--- src/hdl/hlfs_pkg.sv ---
package hlfs_pkg;

    // Framing sizes
    localparam int HANDSHAKE_BYTES = 48;
    localparam int HEADER_BYTES    = 4;

    localparam int HS_CNT_W  = $clog2(HANDSHAKE_BYTES);
    localparam int HDR_CNT_W = $clog2(HEADER_BYTES);

    localparam logic [HS_CNT_W-1:0]  HS_LAST  = HS_CNT_W'(HANDSHAKE_BYTES - 1);
    localparam logic [HDR_CNT_W-1:0] HDR_LAST = HDR_CNT_W'(HEADER_BYTES - 1);

    localparam int MAX_PAYLOAD_W = 31;
    localparam logic [MAX_PAYLOAD_W-1:0] MAX_PAYLOAD_RST = 31'd1048576;

    // Input opcodes
    localparam logic [1:0] OP_BYTE  = 2'd0;
    localparam logic [1:0] OP_OPEN  = 2'd1;
    localparam logic [1:0] OP_CLOSE = 2'd2;
    localparam logic [1:0] OP_ERROR = 2'd3;

    // Result kinds
    localparam logic [1:0] K_CHAR  = 2'd0;
    localparam logic [1:0] K_EOL   = 2'd1;
    localparam logic [1:0] K_START = 2'd2;
    localparam logic [1:0] K_FIN   = 2'd3;

    // Finish reasons
    localparam logic [1:0] FR_CLOSED  = 2'd0;
    localparam logic [1:0] FR_HS_FAIL = 2'd1;
    localparam logic [1:0] FR_BAD_LEN = 2'd2;
    localparam logic [1:0] FR_LINK    = 2'd3;

    // Characters
    localparam logic [7:0] CH_O  = 8'h4F;
    localparam logic [7:0] CH_H  = 8'h48;
    localparam logic [7:0] CH_S  = 8'h53;
    localparam logic [7:0] CH_D  = 8'h44;
    localparam logic [7:0] CH_C  = 8'h43;
    localparam logic [7:0] CH_LF = 8'h0A;

    typedef enum logic [1:0] {
        PH_IDLE   = 2'd0,
        PH_HAND   = 2'd1,
        PH_STREAM = 2'd2
    } phase_t;

    typedef struct packed {
        logic [1:0] kind;
        logic [7:0] data;
        logic [1:0] reason;
    } result_t;

    // Up to two results per input beat, in order r0 then r1
    typedef struct packed {
        logic    v0;
        logic    v1;
        result_t r0;
        result_t r1;
    } push_t;

    // Handshake signature check; positions outside the signature always match
    function automatic logic magic_match(logic [HS_CNT_W-1:0] pos, logic [7:0] b);
        logic ok;
        case (pos)
            HS_CNT_W'(4):  ok = (b == CH_O);
            HS_CNT_W'(5):  ok = (b == CH_H);
            HS_CNT_W'(6):  ok = (b == CH_O);
            HS_CNT_W'(7):  ok = (b == CH_S);
            HS_CNT_W'(9):  ok = (b == CH_H);
            HS_CNT_W'(10): ok = (b == CH_D);
            HS_CNT_W'(11): ok = (b == CH_C);
            default:       ok = 1'b1;
        endcase
        return ok;
    endfunction

endpackage

--- src/hdl/hlfs_core.sv ---
module hlfs_core (
    input  logic                                  clk,
    input  logic                                  rst_n,
    input  logic                                  accept,
    input  logic [1:0]                            opcode,
    input  logic [7:0]                            data_byte,
    input  logic [hlfs_pkg::MAX_PAYLOAD_W-1:0]    max_payload,
    output hlfs_pkg::push_t                       push
);

    hlfs_pkg::phase_t phase_reg, phase_next;
    logic [hlfs_pkg::HS_CNT_W-1:0]      hs_count_reg, hs_count_next;
    logic                               magic_ok_reg, magic_ok_next;
    logic [hlfs_pkg::HDR_CNT_W-1:0]     hdr_count_reg, hdr_count_next;
    logic [23:0]                        length_shift_reg, length_shift_next;
    logic [hlfs_pkg::MAX_PAYLOAD_W-1:0] remain_reg, remain_next;
    logic                               line_reg, line_next;

    logic        active;
    logic        do_clear;
    logic [31:0] frame_len;
    logic        bad_len;

    assign active    = (phase_reg == hlfs_pkg::PH_HAND) || (phase_reg == hlfs_pkg::PH_STREAM);
    assign frame_len = {length_shift_reg, data_byte};
    assign bad_len   = frame_len[31] || (frame_len[30:0] > max_payload);

    // Per-beat state update and result generation
    always_comb
    begin
        phase_next        = phase_reg;
        hs_count_next     = hs_count_reg;
        magic_ok_next     = magic_ok_reg;
        hdr_count_next    = hdr_count_reg;
        length_shift_next = length_shift_reg;
        remain_next       = remain_reg;
        line_next         = line_reg;
        do_clear          = 1'b0;
        push              = '0;

        if (accept)
        begin
            unique case (opcode)
                hlfs_pkg::OP_OPEN:
                begin
                    if (!active)
                    begin
                        do_clear   = 1'b1;
                        phase_next = hlfs_pkg::PH_HAND;
                    end
                end
                hlfs_pkg::OP_CLOSE:
                begin
                    // end of line first, then finished
                    push.v0        = line_reg || active;
                    push.v1        = line_reg && active;
                    push.r0.kind   = line_reg ? hlfs_pkg::K_EOL : hlfs_pkg::K_FIN;
                    push.r0.reason = hlfs_pkg::FR_CLOSED;
                    push.r1.kind   = hlfs_pkg::K_FIN;
                    push.r1.reason = hlfs_pkg::FR_CLOSED;
                    line_next      = 1'b0;
                    if (active)
                    begin
                        do_clear   = 1'b1;
                        phase_next = hlfs_pkg::PH_IDLE;
                    end
                end
                hlfs_pkg::OP_ERROR:
                begin
                    if (active)
                    begin
                        push.v0        = 1'b1;
                        push.r0.kind   = hlfs_pkg::K_FIN;
                        push.r0.reason = hlfs_pkg::FR_LINK;
                        do_clear       = 1'b1;
                        phase_next     = hlfs_pkg::PH_IDLE;
                    end
                end
                default:
                begin
                    if (phase_reg == hlfs_pkg::PH_HAND)
                    begin
                        // handshake byte
                        magic_ok_next = magic_ok_reg
                                        && hlfs_pkg::magic_match(hs_count_reg, data_byte);
                        hs_count_next = hs_count_reg + 1'b1;
                        if (hs_count_reg == hlfs_pkg::HS_LAST)
                        begin
                            push.v0 = 1'b1;
                            if (magic_ok_next)
                            begin
                                hs_count_next = '0;
                                phase_next    = hlfs_pkg::PH_STREAM;
                                push.r0.kind  = hlfs_pkg::K_START;
                            end
                            else
                            begin
                                push.r0.kind   = hlfs_pkg::K_FIN;
                                push.r0.reason = hlfs_pkg::FR_HS_FAIL;
                                do_clear       = 1'b1;
                                phase_next     = hlfs_pkg::PH_IDLE;
                            end
                        end
                    end
                    else if (phase_reg == hlfs_pkg::PH_STREAM)
                    begin
                        if (remain_reg == '0)
                        begin
                            // length header byte, big-endian
                            length_shift_next = {length_shift_reg[15:0], data_byte};
                            hdr_count_next    = hdr_count_reg + 1'b1;
                            if (hdr_count_reg == hlfs_pkg::HDR_LAST)
                            begin
                                hdr_count_next    = '0;
                                length_shift_next = '0;
                                if (frame_len != '0)
                                begin
                                    if (bad_len)
                                    begin
                                        push.v0        = 1'b1;
                                        push.r0.kind   = hlfs_pkg::K_FIN;
                                        push.r0.reason = hlfs_pkg::FR_BAD_LEN;
                                        do_clear       = 1'b1;
                                        phase_next     = hlfs_pkg::PH_IDLE;
                                    end
                                    else
                                    begin
                                        remain_next = frame_len[30:0];
                                    end
                                end
                            end
                        end
                        else
                        begin
                            // payload byte
                            remain_next = remain_reg - 1'b1;
                            if (data_byte == hlfs_pkg::CH_LF)
                            begin
                                if (line_reg)
                                begin
                                    line_next    = 1'b0;
                                    push.v0      = 1'b1;
                                    push.r0.kind = hlfs_pkg::K_EOL;
                                end
                            end
                            else
                            begin
                                line_next    = 1'b1;
                                push.v0      = 1'b1;
                                push.r0.kind = hlfs_pkg::K_CHAR;
                                push.r0.data = data_byte;
                            end
                        end
                    end
                end
            endcase
        end

        // session clear on open or finish
        if (do_clear)
        begin
            hs_count_next     = '0;
            magic_ok_next     = 1'b1;
            hdr_count_next    = '0;
            length_shift_next = '0;
            remain_next       = '0;
            line_next         = 1'b0;
        end
    end

    always_ff @(posedge clk or negedge rst_n)
    begin
        if (!rst_n)
        begin
            phase_reg        <= hlfs_pkg::PH_IDLE;
            hs_count_reg     <= '0;
            magic_ok_reg     <= 1'b1;
            hdr_count_reg    <= '0;
            length_shift_reg <= '0;
            remain_reg       <= '0;
            line_reg         <= 1'b0;
        end
        else
        begin
            phase_reg        <= phase_next;
            hs_count_reg     <= hs_count_next;
            magic_ok_reg     <= magic_ok_next;
            hdr_count_reg    <= hdr_count_next;
            length_shift_reg <= length_shift_next;
            remain_reg       <= remain_next;
            line_reg         <= line_next;
        end
    end

endmodule

--- src/hdl/hlfs_outq.sv ---
module hlfs_outq (
    input  logic              clk,
    input  logic              rst_n,
    input  hlfs_pkg::push_t   push,
    output logic              room,
    output logic              out_valid,
    input  logic              out_ready,
    output hlfs_pkg::result_t out_res
);

    // Four-entry result queue; takes up to two results and gives one per cycle while out_ready is high
    hlfs_pkg::result_t mem_reg [4];
    logic [1:0] wr_ptr_reg, wr_ptr_next;
    logic [1:0] rd_ptr_reg, rd_ptr_next;
    logic [2:0] count_reg, count_next;
    logic       pop;
    logic [1:0] push_n;
    logic [1:0] wr_ptr_p1;

    assign room      = (count_reg <= 3'd2);
    assign out_valid = (count_reg != '0);
    assign out_res   = mem_reg[rd_ptr_reg];
    assign pop       = out_valid && out_ready;
    assign push_n    = {1'b0, push.v0} + {1'b0, push.v1};
    assign wr_ptr_p1 = wr_ptr_reg + 1'b1;

    always_comb
    begin
        wr_ptr_next = wr_ptr_reg + push_n;
        rd_ptr_next = rd_ptr_reg + {1'b0, pop};
        count_next  = count_reg + {1'b0, push_n} - {2'b0, pop};
    end

    // Entry storage
    always_ff @(posedge clk)
    begin
        if (push.v0)
        begin
            mem_reg[wr_ptr_reg] <= push.r0;
        end
        if (push.v1)
        begin
            mem_reg[wr_ptr_p1] <= push.r1;
        end
    end

    always_ff @(posedge clk or negedge rst_n)
    begin
        if (!rst_n)
        begin
            wr_ptr_reg <= '0;
            rd_ptr_reg <= '0;
            count_reg  <= '0;
        end
        else
        begin
            wr_ptr_reg <= wr_ptr_next;
            rd_ptr_reg <= rd_ptr_next;
            count_reg  <= count_next;
        end
    end

endmodule

--- src/hdl/handshake_length_frame_line_splitter.sv ---
// Receive-side deframer for a byte link.
// Input channel (in_valid/in_ready): one beat per link event, opcode selects
// byte, open, close or link error; data_byte is used for byte beats only.
// Output channel (out_valid/out_ready): one result per beat: kind, the line
// character in data_byte_res, and finish_reason for finished results.
// Config channel (cfg_valid/cfg_ready): writes max_payload; always ready,
// write only while the block is idle.
// After open, a 48-byte handshake is checked, then length-prefixed frames
// are parsed and their payload leaves as line characters and end-of-line.
// Each result is registered in the output queue and offered from there.
// The block takes one input beat per cycle while in_ready is high; a close
// that ends a started line yields two results, which leave one at a time.
// Results sit in a four-entry queue; in_ready drops while fewer than two
// entries are free, so a stalled receiver backs up into the input channel
// without losing results.
// Reset: idle phase, queue empty, max_payload = 1048576.
module handshake_length_frame_line_splitter (
    input  logic                               clk,
    input  logic                               rst_n,
    input  logic                               in_valid,
    output logic                               in_ready,
    input  logic [1:0]                         opcode,
    input  logic [7:0]                         data_byte,
    output logic                               out_valid,
    input  logic                               out_ready,
    output logic [1:0]                         kind,
    output logic [7:0]                         data_byte_res,
    output logic [1:0]                         finish_reason,
    input  logic                               cfg_valid,
    output logic                               cfg_ready,
    input  logic [hlfs_pkg::MAX_PAYLOAD_W-1:0] cfg_max_payload
);

    logic [hlfs_pkg::MAX_PAYLOAD_W-1:0] max_payload_reg;
    logic                               accept;
    logic                               room;
    hlfs_pkg::push_t                    push;
    hlfs_pkg::result_t                  out_res;

    assign cfg_ready = 1'b1;
    assign in_ready  = room;
    assign accept    = in_valid && room;

    // Configuration register
    always_ff @(posedge clk or negedge rst_n)
    begin
        if (!rst_n)
        begin
            max_payload_reg <= hlfs_pkg::MAX_PAYLOAD_RST;
        end
        else if (cfg_valid && cfg_ready)
        begin
            max_payload_reg <= cfg_max_payload;
        end
    end

    hlfs_core u_core (
        .clk         (clk),
        .rst_n       (rst_n),
        .accept      (accept),
        .opcode      (opcode),
        .data_byte   (data_byte),
        .max_payload (max_payload_reg),
        .push        (push)
    );

    hlfs_outq u_outq (
        .clk       (clk),
        .rst_n     (rst_n),
        .push      (push),
        .room      (room),
        .out_valid (out_valid),
        .out_ready (out_ready),
        .out_res   (out_res)
    );

    assign kind          = out_res.kind;
    assign data_byte_res = out_res.data;
    assign finish_reason = out_res.reason;

endmodule
--- config.mk ---
export PLATFORM = sky130hd
export DESIGN_NAME = handshake_length_frame_line_splitter
export DESIGN_NICKNAME = d
export VERILOG_FILES = /design/src/hdl/hlfs_pkg.sv /design/src/hdl/hlfs_core.sv /design/src/hdl/hlfs_outq.sv /design/src/hdl/handshake_length_frame_line_splitter.sv
export SDC_FILE = /design/constraint.sdc
export NUM_CORES = 1
export LEC_CHECK = 0
export BUFFER_PORTS_ARGS = -buffer_cell sky130_fd_sc_hd__buf_2
export CORE_UTILIZATION = 44
export DETAILED_ROUTE_END_ITERATION = 6
export HOLD_SLACK_MARGIN = 0.06
export PLACE_DENSITY = 0.7
export REMOVE_ABC_BUFFERS = 1
export SLEW_MARGIN = 25
export SYNTH_ARGS = -nofsm -noshare
export SYNTH_HDL_FRONTEND = slang
export SYNTH_SLANG_ARGS = --single-unit
--- constraint.sdc ---
create_clock -name clk -period 10.5 [get_ports clk]
set_input_delay 1.575 -clock clk [delete_from_list [all_inputs] [get_ports clk]]
set_output_delay 1.575 -clock clk [all_outputs]
set_load 0.02 [all_outputs]
==> metrics.cfg <==
[logic_synthesis]
syn-instance-count = 925
postSynthAreaPerCell_um2 = 9.12
yosys_most_used_dff = dfrtp_1
postSynth.asyncResetShare_pct = 68.6
yosys_warnings = 0
synth-seq-cells = 153
synth-seq-area-share_pct = 43.5
number_of_enable_flip_flop_cells_after_synthesis = 8
number_of_distinct_library_cells_after_synthesis = 67
synth.cell_area_um2 = 8430

[cts]
cts_setup_buffers = 0
clock_h_tree_levels = 4
cts.reportedPaths.clkPinSlew_ns = 0.06
ctsRootBufferMaster = clkbuf_16
cts.repair.resized = 0
number_of_buffers_created_by_cts = 17
tritoncts_clock_tree = built
later_pin_clock_latency_in_the_skew_report_ns = 0.44
clkSinkCount = 153
hold_buffers = 0
cts_max_path_buffers = 2

[detailed_routing]
avgViaCountPerCell = 5.82
routed_wl_mm = 21.3
vias_after_detailed_routing = 7029
dr.first_iter.drc_count = 514
final_antenna_violating_net_count = 0
routed_wire_length_per_instance_um = 17.6
drc_errors = 0
detailed_routing_iteration_count_for_the_pre_antenna_repair_pass = 5

[cells_and_area]
largest_register_ffs = 48
layout.nets = 1053
core_utilization_of_the_finished_layout_pct = 50.3
most-common-layout-cells = 138 x nand2_1, 103 x dfrtp_1, 84 x a21oi_1
drive_gt1_share_pct = 13.8
n_antenna_cell = 0
most_common_library_cell_in_the_layout_ignoring_fill_and_taps = nand2_1
synthesis_to_finish_area_growth_pct = 12.0

[timing]
drv_slew = 0
setup_total_negative_slack_ns = 0
worst-slew-pin-transition_ns = 0.990
hold_viol_final = 0
final_min_period_over_clock_period_pct = 40.2
period_minus_slack_ns = 4.22
maxSlewHeadroom_pct = 33.9
final.setup_skew_ns = 0.0116
max_freq_ghz = 0.237
setup_viol = 0
rsz0062_at_grt = false

[critical_path]
timing.setup.critical_path_class = reg -> reg
worst_path_largest_cell_delay_ns = 0.70
worst-endpoint-arrival_ns = 4.54
cpMostUsedCell = ha_1
setup.worst_path.end_class = flip-flop
critPathLaunchType = flip-flop
cp_slowest_cell = or4_1
worstReg2RegEnd = u_outq.count_reg[2]$_DFF_PN0_
timing.reg2reg.worst_path_depth = 11
worstPathCellList = nor4_1 -> nand4_1 -> or4_1 -> nor4_2 -> o21ai_1 -> ha_1 -> inv_1 -> ha_1 -> fa_1 -> xor2_1 -> xnor2_1
timing.critical_path.fanout_max = 6
regToRegStartpoint = u_core.remain_reg[11]$_DFFE_PN0P_
worst_path_dominant_cell_family = simple AND/OR/NAND/NOR gates
reg2reg_slack_ns = 6.28
worst-path-buf-inv = 1
worstPathRequired_ns = 10.82

[grt]
first_global_vias = 6979
grt.total_usage_pct = 23.0
globalRouteOverflowTotal = 0
wire_length_of_the_first_global_routing_pass_mm = 35.5
grt_max_degree = 62
number_of_antenna_violations_at_the_first_check_in_global_routing = 0

[min_path]
holdCritStartpoint = u_outq.mem_reg[0][5]$_SDFFE_PP0P_
holdPathEnd = u_outq.mem_reg[0][5]$_SDFFE_PP0P_
hold_depth = 2
hold_path.class = reg -> reg

[power]
irDropWorstVdd_mv = 0.401
p_leak_nw = 4.20
power_density_relative_to_cell_area_nw_per_um2 = 290

[die]
num_rows = 50
placeableCoreArea_um2 = 18800
die_h_um = 140
pin_count = 61
design.die.area_um2 = 19700
die_wd_um = 140
starting_density_of_the_core_pct = 44.9

[placement]
globalplace.congestion = 0.849
dpl.hpwl_mm = 14.5
io_buffer_count = 59

[job]
drv.max_cap_violation_count = 0

[outcome]
outcome = finished clean

## tightest hold or removal path: cells and delay by family, from the launching register on
kind          cells  cell delay (ns)
flops             1             0.31
simple gates      1             0.05
mux               1             0.05
## power breakdown
| group | switching (mW) | internal, mW |
|---|---|---|
| Sequential | 0.110 | 0.682 |
| Clock | 0.276 | 0.336 |
| Combinational | 0.873 | 0.462 |
| Total | 1.26 | 1.48 |
## synth_stat cells (all sizes together), types with 7 or more instances
cell,number,area [um2]
or3,13,81.3
and2,7,43.8
inv,55,206
nand2,138,518
mux2i,22,220
a22o,13,114
clkbuf,31,116
dfrtp,103,2580
nand2b,7,43.8
mux4,12,270
nand3b,28,210
nor2,50,188
nor3,20,100
a21oi,85,429
nand3,16,80.1
nand4,12,75.1
a211oi,11,95.1
dfxtp,40,801
or4,13,101
buf,18,113
o21ai,73,369
o31ai,8,60.1
edfxtp,8,240
nor2b,9,56.3
ha,45,563
nor4,16,106
## kinds of logic after synthesis
kind of cell	share of synthesized area [%]
buffers and inverters	5.16
xor gates and xnor gates	1.04
other	0.0445
AOI/OAI and AO/OA	17.1
DFF	43.5
adders and majority gates	6.91
muxes	6.08
and+or+nand+nor	20.1
## per-stage QoR
stage               total power, mW  hold slack (ns)  cells  instance area, um2  setup slack (ns)
detailed placement             2.12            0.447   1176                8860              5.93
CTS                            2.74            0.462   1208                9440              6.29
global route                   2.94            0.477   1208                9440              6.03
floorplan                      1.72            0.427    876                8200              5.00
global placement               2.11            0.443   1176                8860              6.01
finish                         2.74            0.457   1208                9440              6.28
## final cells by class
class | instances | area, um2
Sequential cell | 153 | 3670
Fill cell | 1731 | 9330
Clock inverter | 15 | 160
Clock buffer | 17 | 425
Timing Repair Buffer | 66 | 350
Multi-Input combinational cell | 668 | 4340
Tap cell | 234 | 293
Inverter | 55 | 206
## metal layers
layer / vias up / wire, um / track usage (%)
met3: 39 / 1020 / 4.27
met5: - / 0 / 0
li1: 3388 / - / -
met4: 0 / 423 / 9.20
met2: 208 / 10600 / 39.4
met1: 3394 / 9200 / 28.6
## worst max-delay path by stage
stage / start / to / slack, ns / depth (start not counted)
detailed placement: data_byte[7] / u_outq.count_reg[2]$_DFF_PN0_ / 5.93 / 14
floorplan: u_core.remain_reg[3]$_DFFE_PN0P_ / u_outq.count_reg[2]$_DFF_PN0_ / 5.00 / 12
finish: u_core.remain_reg[11]$_DFFE_PN0P_ / u_outq.count_reg[2]$_DFF_PN0_ / 6.28 / 11
global route: u_core.remain_reg[11]$_DFFE_PN0P_ / u_outq.count_reg[2]$_DFF_PN0_ / 6.03 / 13
CTS: u_core.remain_reg[10]$_DFFE_PN0P_ / u_outq.count_reg[2]$_DFF_PN0_ / 6.29 / 13
global placement: data_byte[0] / u_outq.count_reg[2]$_DFF_PN0_ / 6.01 / 15
Power figures use the tool's default switching activity.
